==> config.mk <==
export PLATFORM = sky130hd
export DESIGN_NAME = n_queens_backtrack_solver_core
export DESIGN_NICKNAME = d
export VERILOG_FILES = /design/src/hdl/nqbs_pkg.sv /design/src/hdl/nqbs_cell_check.sv /design/src/hdl/n_queens_backtrack_solver_core.sv
export VERILOG_INCLUDE_DIRS = /design/src /design/src/hdl
export SDC_FILE = /design/constraint.sdc
export NUM_CORES = 1
export LEC_CHECK = 0
export ABC_AREA = 1
export ABC_CLOCK_PERIOD_IN_PS = 10300
export CAP_MARGIN = 20
export CORE_ASPECT_RATIO = 1.2
export CORE_MARGIN = 1
export CORE_UTILIZATION = 57
export DETAILED_ROUTE_END_ITERATION = 8
export DONT_BUFFER_PORTS = 1
export PLACE_DENSITY = 0.72
export SYNTH_ARGS = -nofsm -noshare
export SYNTH_HDL_FRONTEND = slang
export SYNTH_SLANG_ARGS = --single-unit
==> constraint.sdc <==
create_clock -name clk -period 10.3 [get_ports clk]
set_input_delay 0.515 -clock clk [delete_from_list [all_inputs] [get_ports clk]]
set_output_delay 0.515 -clock clk [all_outputs]
set_load 0.02 [all_outputs]
==> src/hdl/n_queens_backtrack_solver_core_assert.svh <==
// ----------------------------------------------------------------------------
// n-queens solver assertion macros
// shared same-cycle implication and next-cycle checks for the solver core
// ----------------------------------------------------------------------------
`ifndef N_QUEENS_BACKTRACK_SOLVER_CORE_ASSERT_SVH
`define N_QUEENS_BACKTRACK_SOLVER_CORE_ASSERT_SVH

// antecedent implies consequent in the same cycle
`define NQBS_ASSERT_IMP(label, clk, rst, ante, cons, msg) \
  label: assert property (@(posedge clk) disable iff (rst) (ante) |-> (cons)) \
    else $error(msg);

// antecedent implies consequent in the following cycle
`define NQBS_ASSERT_NXT(label, clk, rst, ante, cons, msg) \
  label: assert property (@(posedge clk) disable iff (rst) (ante) |=> (cons)) \
    else $error(msg);

`endif

==> src/hdl/nqbs_pkg.sv <==
// ----------------------------------------------------------------------------
// nqbs_pkg
// types and constants shared by the n-queens backtracking solver
// ----------------------------------------------------------------------------
`timescale 1ns / 1ps

package nqbs_pkg;

  localparam int MAX_SIDE_DEF = 8;
  localparam int MAX_RESULTS  = 8;

  typedef struct packed {
    logic [3:0] board_size;
    logic [3:0] queens_to_place;
  } req_t;

  typedef struct packed {
    logic       found;
    logic [2:0] row_index;
    logic [7:0] row_mask;
    logic       last;
  } rsp_t;

  typedef enum logic [1:0] {
    ST_IDLE,
    ST_SCAN,
    ST_EMIT,
    ST_FAIL
  } state_t;

endpackage

==> src/hdl/nqbs_cell_check.sv <==
// ----------------------------------------------------------------------------
// nqbs_cell_check
// shared attack check: tests one cell against the row, column and diagonal
// occupancy masks and gives the diagonal indices of that cell
// ----------------------------------------------------------------------------
`timescale 1ns / 1ps

module nqbs_cell_check #(
  parameter int MAX_SIDE = nqbs_pkg::MAX_SIDE_DEF
) (
  row,
  col,
  row_used,
  col_used,
  d1_used,
  d2_used,
  safe,
  d1_idx,
  d2_idx
);

  localparam int IW  = (MAX_SIDE > 1) ? $clog2(MAX_SIDE) : 1;
  localparam int DN  = 2 * MAX_SIDE - 1;
  localparam int DIW = (DN > 1) ? $clog2(DN) : 1;

  input  logic [IW-1:0]       row;
  input  logic [IW-1:0]       col;
  input  logic [MAX_SIDE-1:0] row_used;
  input  logic [MAX_SIDE-1:0] col_used;
  input  logic [DN-1:0]       d1_used;
  input  logic [DN-1:0]       d2_used;
  output logic                safe;
  output logic [DIW-1:0]      d1_idx;
  output logic [DIW-1:0]      d2_idx;

  // anti-diagonal is row+col, main diagonal is row-col offset to stay positive
  assign d1_idx = DIW'(row) + DIW'(col);
  assign d2_idx = DIW'(row) + DIW'(MAX_SIDE - 1) - DIW'(col);

  assign safe = !row_used[row] && !col_used[col] && !d1_used[d1_idx] && !d2_used[d2_idx];

endmodule

==> src/hdl/n_queens_backtrack_solver_core.sv <==
// ----------------------------------------------------------------------------
// n_queens_backtrack_solver_core
// depth-first n-queens search with a single shared cell check unit
// ----------------------------------------------------------------------------
// A request gives a board size (saturated to MAX_SIDE) and a queen count. The
// core scans cells in row-major order, one cell per cycle through one shared
// attack check, places a queen on the first safe cell and descends; an
// exhausted scan pops the last queen and resumes after it. After a request
// is accepted the core examines cells, backtracks and detects completion, then
// issues its result words (min(side, 8) words on success, one word on failure)
// while the output is not stalled. The count of examined cells depends on the
// data and grows roughly exponentially with board size. The request side
// stalls for the whole run; the last result word may still be waiting while
// the next request is taken.
// ----------------------------------------------------------------------------
`timescale 1ns / 1ps

module n_queens_backtrack_solver_core #(
  parameter int MAX_SIDE = nqbs_pkg::MAX_SIDE_DEF
) (
  input  logic            clk,
  input  logic            rst,
  input  logic            req_valid,
  output logic            req_stall,
  input  nqbs_pkg::req_t  req,
  output logic            rsp_valid,
  input  logic            rsp_stall,
  output nqbs_pkg::rsp_t  rsp
);

`include "n_queens_backtrack_solver_core_assert.svh"

  localparam int IW  = (MAX_SIDE > 1) ? $clog2(MAX_SIDE) : 1;
  localparam int SW  = $clog2(MAX_SIDE + 1);
  localparam int DN  = 2 * MAX_SIDE - 1;
  localparam int DIW = (DN > 1) ? $clog2(DN) : 1;

  nqbs_pkg::state_t state, state_next;

  logic [SW-1:0]       side;
  logic [3:0]          queens;
  logic [SW-1:0]       depth;
  logic [SW-1:0]       scan_row;
  logic [IW-1:0]       scan_col;
  logic [SW-1:0]       ek;
  logic [SW-1:0]       nres;
  logic [MAX_SIDE-1:0] row_used;
  logic [MAX_SIDE-1:0] col_used;
  logic [DN-1:0]       d1_used;
  logic [DN-1:0]       d2_used;
  logic [MAX_SIDE-1:0] occ     [MAX_SIDE];
  logic [IW-1:0]       stk_row [MAX_SIDE];
  logic [IW-1:0]       stk_col [MAX_SIDE];

  logic                accept;
  logic [SW-1:0]       side_sat;
  logic [SW-1:0]       nres_sat;
  logic                start_fail;
  logic                at_goal;
  logic                scan_done;
  logic [SW-1:0]       depth_m1;
  logic [IW-1:0]       top;
  logic [IW-1:0]       chk_row;
  logic [IW-1:0]       chk_col;
  logic                safe;
  logic [DIW-1:0]      d1_idx;
  logic [DIW-1:0]      d2_idx;
  logic [SW-1:0]       adv_row;
  logic [IW-1:0]       adv_col;
  logic                do_place;
  logic                do_pop;
  logic                do_adv;
  logic                emit_step;
  logic                emit_last;
  logic                rsp_free;
  logic                rsp_load;
  nqbs_pkg::rsp_t      rsp_data;
  logic [MAX_SIDE+7:0] mask_pad;
  logic [SW+2:0]       idx_pad;

  assign req_stall = (state != nqbs_pkg::ST_IDLE);
  assign accept    = req_valid && !req_stall;
  assign rsp_free  = !rsp_valid || !rsp_stall;

  always_comb begin
    if (int'(req.board_size) > MAX_SIDE) begin
      side_sat = SW'(MAX_SIDE);
    end else begin
      side_sat = SW'(req.board_size);
    end
    if (int'(side_sat) > nqbs_pkg::MAX_RESULTS) begin
      nres_sat = SW'(nqbs_pkg::MAX_RESULTS);
    end else begin
      nres_sat = side_sat;
    end
  end

  // an empty board fails at once, and more queens than rows can never fit
  assign start_fail = (side_sat == '0) || (int'(req.queens_to_place) > int'(side_sat));

  assign at_goal   = (int'(depth) == int'(queens));
  assign scan_done = (scan_row == side);
  assign depth_m1  = depth - SW'(1);
  assign top       = depth_m1[IW-1:0];

  // after an exhausted scan the check unit looks at the popped cell instead
  assign chk_row = scan_done ? stk_row[top] : scan_row[IW-1:0];
  assign chk_col = scan_done ? stk_col[top] : scan_col;

  nqbs_cell_check #(
    .MAX_SIDE (MAX_SIDE)
  ) u_check (
    .row      (chk_row),
    .col      (chk_col),
    .row_used (row_used),
    .col_used (col_used),
    .d1_used  (d1_used),
    .d2_used  (d2_used),
    .safe     (safe),
    .d1_idx   (d1_idx),
    .d2_idx   (d2_idx)
  );

  always_comb begin
    if ((SW'(chk_col) + SW'(1)) == side) begin
      adv_row = SW'(chk_row) + SW'(1);
      adv_col = '0;
    end else begin
      adv_row = SW'(chk_row);
      adv_col = chk_col + IW'(1);
    end
  end

  assign mask_pad  = {8'b0, occ[ek[IW-1:0]]};
  assign idx_pad   = {3'b0, ek};
  assign emit_last = ((int'(ek) + 1) == int'(nres));

  always_comb begin
    state_next = state;
    do_place   = 1'b0;
    do_pop     = 1'b0;
    do_adv     = 1'b0;
    emit_step  = 1'b0;
    rsp_load   = 1'b0;
    rsp_data   = '0;
    case (state)
      nqbs_pkg::ST_IDLE: begin
        if (accept) begin
          state_next = start_fail ? nqbs_pkg::ST_FAIL : nqbs_pkg::ST_SCAN;
        end
      end
      nqbs_pkg::ST_SCAN: begin
        if (at_goal) begin
          state_next = nqbs_pkg::ST_EMIT;
        end else if (scan_done) begin
          if (depth == '0) begin
            state_next = nqbs_pkg::ST_FAIL;
          end else begin
            do_pop = 1'b1;
            do_adv = 1'b1;
          end
        end else begin
          do_place = safe;
          do_adv   = 1'b1;
        end
      end
      nqbs_pkg::ST_EMIT: begin
        rsp_data.found     = 1'b1;
        rsp_data.row_index = idx_pad[2:0];
        rsp_data.row_mask  = mask_pad[7:0];
        rsp_data.last      = emit_last;
        if (rsp_free) begin
          rsp_load  = 1'b1;
          emit_step = 1'b1;
          if (emit_last) begin
            state_next = nqbs_pkg::ST_IDLE;
          end
        end
      end
      nqbs_pkg::ST_FAIL: begin
        rsp_data.last = 1'b1;
        if (rsp_free) begin
          rsp_load   = 1'b1;
          state_next = nqbs_pkg::ST_IDLE;
        end
      end
      default: begin
        state_next = nqbs_pkg::ST_IDLE;
      end
    endcase
  end

  always_ff @(posedge clk) begin
    if (rst) begin
      state <= nqbs_pkg::ST_IDLE;
    end else begin
      state <= state_next;
    end
  end

  always_ff @(posedge clk) begin
    if (rst) begin
      depth    <= '0;
      scan_row <= '0;
      scan_col <= '0;
      row_used <= '0;
      col_used <= '0;
      d1_used  <= '0;
      d2_used  <= '0;
    end else if (accept) begin
      depth    <= '0;
      scan_row <= '0;
      scan_col <= '0;
      row_used <= '0;
      col_used <= '0;
      d1_used  <= '0;
      d2_used  <= '0;
    end else begin
      if (do_adv) begin
        scan_row <= adv_row;
        scan_col <= adv_col;
      end
      if (do_place) begin
        depth             <= depth + SW'(1);
        row_used[chk_row] <= 1'b1;
        col_used[chk_col] <= 1'b1;
        d1_used[d1_idx]   <= 1'b1;
        d2_used[d2_idx]   <= 1'b1;
      end else if (do_pop) begin
        depth             <= depth_m1;
        row_used[chk_row] <= 1'b0;
        col_used[chk_col] <= 1'b0;
        d1_used[d1_idx]   <= 1'b0;
        d2_used[d2_idx]   <= 1'b0;
      end
    end
  end

  // board, stack and request payload
  always_ff @(posedge clk) begin
    if (accept) begin
      side   <= side_sat;
      queens <= req.queens_to_place;
      nres   <= nres_sat;
      ek     <= '0;
      for (int i = 0; i < MAX_SIDE; i++) begin
        occ[i] <= '0;
      end
    end else begin
      if (do_place) begin
        occ[chk_row][chk_col] <= 1'b1;
        stk_row[depth[IW-1:0]] <= chk_row;
        stk_col[depth[IW-1:0]] <= chk_col;
      end else if (do_pop) begin
        occ[chk_row][chk_col] <= 1'b0;
      end
      if (emit_step) begin
        ek <= ek + SW'(1);
      end
    end
  end

  // output word register
  always_ff @(posedge clk) begin
    if (rst) begin
      rsp_valid <= 1'b0;
    end else if (rsp_load) begin
      rsp_valid <= 1'b1;
    end else if (!rsp_stall) begin
      rsp_valid <= 1'b0;
    end
  end

  always_ff @(posedge clk) begin
    if (rsp_load) begin
      rsp <= rsp_data;
    end
  end

  `NQBS_ASSERT_IMP(a_depth_bound, clk, rst, state == nqbs_pkg::ST_SCAN,
                   int'(depth) <= int'(queens), "search depth above queen count")
  `NQBS_ASSERT_IMP(a_col_count, clk, rst, state == nqbs_pkg::ST_SCAN,
                   $countones(col_used) == int'(depth), "column mask out of step with depth")
  `NQBS_ASSERT_IMP(a_row_count, clk, rst, state == nqbs_pkg::ST_SCAN,
                   $countones(row_used) == $countones(d1_used), "row and diagonal masks differ")
  `NQBS_ASSERT_IMP(a_fail_word, clk, rst, rsp_valid && !rsp.found,
                   rsp.last && (rsp.row_mask == 8'd0), "failure word not a lone empty word")
  `NQBS_ASSERT_NXT(a_fail_done, clk, rst, (state == nqbs_pkg::ST_FAIL) && rsp_free,
                   rsp_valid && rsp.last && (state == nqbs_pkg::ST_IDLE),
                   "failure word not issued")

endmodule

* Word level (Yosys, flattened, before mapping)
Memory sizes are Yosys's and may differ from the RTL's. A register that Yosys moved wholly into a read port is not among the register bits.
Cells that the tools add are included.
** Operators by class
- Add/subtract/negate cells :: 10
- Order comparisons :: 11
- Eq/ne operators :: 14
- Multiplexer cells :: 80
- Bitwise logic cells :: 20
- Reductions and logical operators :: 26
** Operators by type and width (count)
- two-way mux 8 bit :: 8
- two-way mux 15 bit :: 4
- two-way mux 1 bit :: 39
- bitwise AND 15 bit :: 2
- inverter 15 bit :: 2
- OR 15 bit :: 2
- two-way mux 3 bit :: 6
- bitwise AND 8 bit :: 2
- two-way mux 2 bit :: 8
- two-way mux 4 bit :: 4
- inverter 8 bit :: 2
- OR 8 bit :: 2
- equality test 4 bit :: 3
- two-way mux 12 bit :: 1
- < comparator 4 x 5 -> 1 bit, second input constant :: 2
- adder 3 x 1 -> 4 bit, second input constant :: 2
- adder 4 x 1 -> 4 bit, second input constant :: 2
- binary-select mux 1 bit (select 4 bit) :: 2
- demux 1 bit (select 4 bit) :: 2
- >= comparator 4 x 1 -> 1 bit, second input constant :: 2
- greater-than comparator 4 bit, second input constant :: 2
- logical AND 1 bit :: 8
- zero test 4 bit :: 2
- < comparator 3 x 4 -> 1 bit, second input constant :: 2
- 26 further kinds :: 50
** Word-level totals
- Bits in registers :: 89
- RAM bits :: 112
- Bits of input ports :: 12
- Output and inout bits :: 15
- Word-level logic and storage cells :: 181
- Memories kept :: 3
** Memory list
- occ :: depth 8, width 8, rd ports 1, clocked after memory_dff 1, wr ports 8, RTL line n_queens_backtrack_solver_core.sv:51 : logic [MAX_SIDE-1:0] occ [MAX_SIDE];
- stk_col :: depth 8, width 3, rd ports 1, clocked after memory_dff 0, wr ports 1, RTL line n_queens_backtrack_solver_core.sv:53 : logic [IW-1:0] stk_col [MAX_SIDE];
- stk_row :: depth 8, width 3, rd ports 1, clocked after memory_dff 0, wr ports 1, RTL line n_queens_backtrack_solver_core.sv:52 : logic [IW-1:0] stk_row [MAX_SIDE];

* Depth between registers and ports, before layout
An unclocked memory read counts as a cell.
- Depth in word-level cells :: 18
- Mapped depth :: 33

* Modules after synthesis
From an unflattened synthesis, not the netlist that was laid out.
** Unflattened totals
- Cells, all modules :: 1233
- Area total of the unflattened synthesis :: 10571.4 µm²
** Modules (own cells, without submodules)
- n_queens_backtrack_solver_core :: times used 1, cells an instance 1092, area each 9829.4 µm², seq. area each 5455.2 µm²
- nqbs_cell_check :: times used 1, cells an instance 141, area each 742.0 µm², seq. area each 0.0 µm²

* Worst setup path before layout
OpenSTA, ideal clock, no wires.
- Kind :: register -> register
- Start point :: register depth[0]
- End point :: memory stk_col[4][0] (netlist name), enable pin
- Setup time :: 0.377 ns
- Arrival :: 4.404 ns
- Data required time :: 9.923 ns
- Setup slack :: 5.519 ns
- Stages on the path, launching flop included :: 29
- Path buffers :: 5
- Path through :: dfxtp_1 buf_4 inv_2 buf_6 buf_6 ha_1 inv_1 buf_2 nand3_1 nand3_1 nand3_1 nand2_1 inv_2 fa_1 inv_1 nand2_1 inv_1 a22oi_1 nand3_1 nand3_1 nand2_1 nor2_1 nand2_1 a21oi_1 nand2_1 nor2_8 buf_6 nand2_1 nor3_1
** On the way
- Cells in the longest elaborated chain, start to end :: 15
- Elaborated cells on any way between the ends :: 30
** RTL lines
- start: declaration :: RTL line n_queens_backtrack_solver_core.sv:42 : logic [SW-1:0] depth;
- start signal: assignment :: RTL line n_queens_backtrack_solver_core.sv:224 : depth <= depth + SW'(1);
- start signal: assignment :: RTL line n_queens_backtrack_solver_core.sv:230 : depth <= depth_m1;
- subtractor 4 x 1 -> 4 bit (*) :: RTL line n_queens_backtrack_solver_core.sv:103 : assign depth_m1 = depth - SW'(1);
- memory (8 x 3 bit) (*)
- two-way mux 3 bit (*) :: RTL line n_queens_backtrack_solver_core.sv:107 : assign chk_row = scan_done ? stk_row[top] : scan_row[IW-1:0];
- net chk_row[1] :: RTL line n_queens_backtrack_solver_core.sv:63 : logic [IW-1:0] chk_row;
- adder 3 x 3 -> 4 bit, or another cell as far along :: RTL line nqbs_cell_check.sv:38 : assign d2_idx = DIW'(row) + DIW'(MAX_SIDE - 1) - DIW'(col);
- subtractor 4 x 3 -> 4 bit, or another cell as far along :: RTL line nqbs_cell_check.sv:38
- binary-select mux 1 bit (select 4 bit), or another cell as far along :: RTL line nqbs_cell_check.sv:40 : assign safe = !row_used[row] && !col_used[col] && !d1_used[d1_idx] && !d2_used[d2_idx];
- two-way mux 1 bit (implied by the code), or another cell as far along :: RTL line nqbs_cell_check.sv:40
- zero test 1 bit / logical AND 1 bit (equally long branches) :: RTL line nqbs_cell_check.sv:40
- logical AND 1 bit (*) :: RTL line nqbs_cell_check.sv:40
- two-way mux 1 bit (*) :: RTL line n_queens_backtrack_solver_core.sv:155 : end else if (scan_done) begin
- two-way mux 1 bit (*) :: RTL line n_queens_backtrack_solver_core.sv:153 : if (at_goal) begin
- two-way mux 1 bit (*) :: RTL line n_queens_backtrack_solver_core.sv:146 : case (state)
- two-way mux 1 bit (*) :: RTL line n_queens_backtrack_solver_core.sv:250 : if (do_place) begin
- two-way mux 1 bit (*) :: RTL line n_queens_backtrack_solver_core.sv:241 : if (accept) begin
- two-way mux 1 bit (implied by the code) (*) :: RTL line n_queens_backtrack_solver_core.sv:253 : stk_col[depth[IW-1:0]] <= chk_col;
- end: declaration :: RTL line n_queens_backtrack_solver_core.sv:53
Mark *: on every way through the listed nets, which the timed path passes. The rest lies on a longest branch. The select of a mux whose other input is x is not followed.

* Worst setup path in the final report
- Start point :: register depth[0]
- End point :: memory stk_col[5][1] (netlist name), enable pin
** On the way
- Cells in the longest elaborated chain, start to end :: 15
- Elaborated cells on any way between the ends :: 30
** RTL lines (RTL line)
- subtractor 4 x 1 -> 4 bit :: n_queens_backtrack_solver_core.sv:103
- memory (8 x 3 bit), on equally long branches
- two-way mux 3 bit, on equally long branches :: n_queens_backtrack_solver_core.sv:107, n_queens_backtrack_solver_core.sv:108
- adder 3 x 3 -> 4 bit, or another cell as far along :: nqbs_cell_check.sv:38
- subtractor 4 x 3 -> 4 bit, or another cell as far along :: nqbs_cell_check.sv:38
- binary-select mux 1 bit (select 4 bit), or another cell as far along :: nqbs_cell_check.sv:40
- two-way mux 1 bit (implied by the code), or another cell as far along :: nqbs_cell_check.sv:40
- zero test 1 bit / logical AND 1 bit (equally long branches) :: nqbs_cell_check.sv:40
- logical AND 1 bit :: nqbs_cell_check.sv:40
- two-way mux 1 bit :: n_queens_backtrack_solver_core.sv:155
- two-way mux 1 bit :: n_queens_backtrack_solver_core.sv:153
- two-way mux 1 bit :: n_queens_backtrack_solver_core.sv:146
- two-way mux 1 bit :: n_queens_backtrack_solver_core.sv:250
- two-way mux 1 bit :: n_queens_backtrack_solver_core.sv:241
- two-way mux 1 bit (implied by the code) :: n_queens_backtrack_solver_core.sv:253
Several ways; a longest one is shown, not always the timed one. The select of a mux whose other input is x is not followed.

==> impl_results.md <==
* Outcome: complete, no violations
* Max-cap violations at 0
* WP data required at 10.42 ns
* Vias in the first global route at 8182
* Wire per inst at 15.9 um
* CTS Hold Buffers Added at 0
* Arrival time at the worst endpoint at 6.57 ns
* DRT iter0 DRCs at 683
* First-pass GRT wire length at 41.2 mm
* Average size of a mapped cell at 7.92 sq um
* Crit end category: register
* N_diodes at 0
* Number of synthesized flops with an enable pin at 137
* R2R Setup Slk at 3.85 ns
* Sequential area share after synthesis at 50.7%
* Tmin final at 6.45 ns
* GR Overflow Total at 0
* Die area at 0.0194 sq mm
* Count leader, synth: nand2_1
* Largest net degree at the start of global routing at 70
* Core Box Area at 0.0183 sq mm
* CTS Buffer Depth at 3
* Max-slew headroom at 29.4%
* Synth area leaders: edfxtp_1 38%, dfxtp_1 12%, nand2_1 7.9%, nand3_1 7.7%, inv_1 7.6%
* Synth unique cells at 38
* Top FF cell, synth: edfxtp_1
* Power density over cell area at 292 mW/mm^2
* Routed vias/inst at 5.36
* Die Ht at 153 um
* Die W at 127 um
* CP Class: register to register
* Postcts setup bufs at 0
* Cells after Synth at 1360
* TritonRoute pass-1 iters at 5
* Most frequent cells after synthesis: 226 x nand2_1, 218 x inv_1, 177 x nor2_1, 166 x nand3_1, 137 x edfxtp_1
* GPL Wtd Cong at 0.878
* Leak Pwr at 5.14 nW
* Synth top area share at 38.2%
* Skew-Pair Late Insertion Delay at 0.50 ns
* Slew at the pin closest to its max-slew limit at 1.05 ns
* Row count at 54
* Port Buf Inserts at 0
* Layout cells sized above 1 at 6.64%
* Post-synth net total at 1389
* Hold WC Path Type: input pin to register
* Clock sink count at 204
* Crit share post-route at 62.6%
* Yosys reg bits at 204
* Slew Limit Fails at 0
* I/O pin total at 27
* Cell Area, Synth at 0.0108 sq mm
* Root buf cell: clkbuf_16
* Initial Util at 58.8%
* Post-synth ARST share at 0%
* Type of origin of the critical path: register
* Drt total wl at 25.6 mm
* Fmax at 0.155 GHz
* Final nets at 1370
* HPWL after DPL at 16.7 mm
* Setup TNS at 0 ns
* Placed cell area at 0.0109 sq mm
* Worst Skew at 0.0176 ns
* CTS H-tree lvls at 1
* Final instance area at 0.0116 sq mm
* Final Hold Fails at 0
* Initial antenna violation count at 0
* Final setup vio count at 0
* CTS tree: done
* Max FO, Critical Path at 36
* # DRC at 0
* VDD IR max at 180 uV
* Synth warn at 0
* PostCTS Resize Cnt at 0
* Total GRT Usage at 26.7%
* P&R area growth vs syn at 8.03%
* Antenna Violating Nets Remaining at 0
* Largest area contributor in the netlist: edfxtp_1
* Num CTS Buffers at 21
* Layout filler cell count at 1614
* RSZ-0062 raised after global routing: false
* Reg clk slew, reported paths at 0.06 ns
* Total number of vias at 8617
==> cells by family (layout without fill, tap and decap cells) <==
kind of cell               Yosys count  count (layout)  share of synthesized area, %
and+or+nand+nor                    596             596                          23.6
DFF                                204             204                          50.7
AOI/OAI and AO/OA                  224             224                          11.0
buffers and inverters              300             296                          11.0
adders and majority gates           17              17                          2.12
xor gates and xnor gates            19              19                          1.69
==> stage by stage <==
stage	hold WS [ns]	cells	util, %	setup WS, ns	total power, mW
after floorplan	0.428	1360	-	5.52	2.24
after global placement	0.446	1570	59.6	4.01	2.58
after detailed placement	0.449	1570	59.6	3.87	2.60
after CTS	0.0627	1608	63.5	3.80	3.40
after global routing	0.0584	1608	63.5	3.13	3.62
final	0.0722	1608	63.5	3.85	3.40
==> where the power goes <==
part           switching (mW)  internal (mW)  total [mW]
Clock                   0.314          0.481       0.795
Combinational            1.09          0.349        1.44
Sequential             0.0892           1.08        1.17
==> metal layers <==
layer / vias up / GRT usage, % / wire length [um]
met2: 272 / 47.3 / 12800
met4: 0 / 9.30 / 689
li1: 4374 / - / -
met3: 64 / 3.13 / 1280
met5: - / 0 / 0
met1: 3907 / 33.6 / 10800
==> critical path, stage by stage (launching register included) <==
cell     delay, ns
dfxtp_1       0.31
buf_4         0.29
inv_2         0.27
ha_1          0.66
inv_1         0.30
nand3_1       0.16
nand3_1       0.07
nand3_1       0.10
nand2_1       0.42
inv_2         0.32
ha_1          0.18
inv_1         0.06
fa_1          0.53
inv_1         0.07
nand2_1       0.15
inv_1         0.11
a22oi_1       0.16
nand3_1       0.10
nand3_1       0.07
nand2_1       0.05
nor2_1        0.08
nand2_1       0.08
a21oi_1       0.11
nand2_1       0.14
nor2_8        0.45
nand2_1       0.19
nor3_1        0.63
==> cells in the final DEF, fill, tap and decap left out, types with 3 or more instances in the layout <==
cell / Yosys / routed
a22oi_1: 5 / 5
xnor2_1: 6 / 6
a31oi_1: 10 / 10
buf_4: 5 / 11
dfxtp_1: 67 / 67
o21bai_1: 3 / 3
clkbuf_8: 0 / 4
xor2_1: 11 / 11
clkinv_1: 5 / 5
o21ai_1: 9 / 9
clkinv_2: 0 / 4
nor2_1: 177 / 176
clkbuf_1: 35 / 4
bufinv_16: 0 / 3
nand2_1: 226 / 226
edfxtp_1: 137 / 137
inv_1: 218 / 218
nand4_1: 6 / 6
nand3_1: 166 / 166
o21ai_0: 120 / 120
inv_2: 24 / 24
a21oi_1: 63 / 63
nor3_1: 3 / 3
o22ai_1: 8 / 8
ha_1: 15 / 15
clkbuf_16: 0 / 21
nand2_2: 13 / 13
==> area by class of cell <==
cell class	instances	area, sq um	area share (%)
Clock buffer	29	596	5.12
Multi-Input combinational cell	856	4130	35.5
Inverter	247	927	7.97
Tap cell	252	315	2.71
Sequential cell	204	5460	46.9
Clock inverter	9	128	1.10
Timing Repair Buffer	11	82.6	0.710
==> final timing paths <==
check	endpoint	cells after the start	start
max reg2reg	stk_col[5][1]	26	depth[0]
min	rsp_valid	1	rst
min reg2reg	register	2	register
max	stk_col[5][1]	26	depth[0]
(Power assumes the default switching activity.)
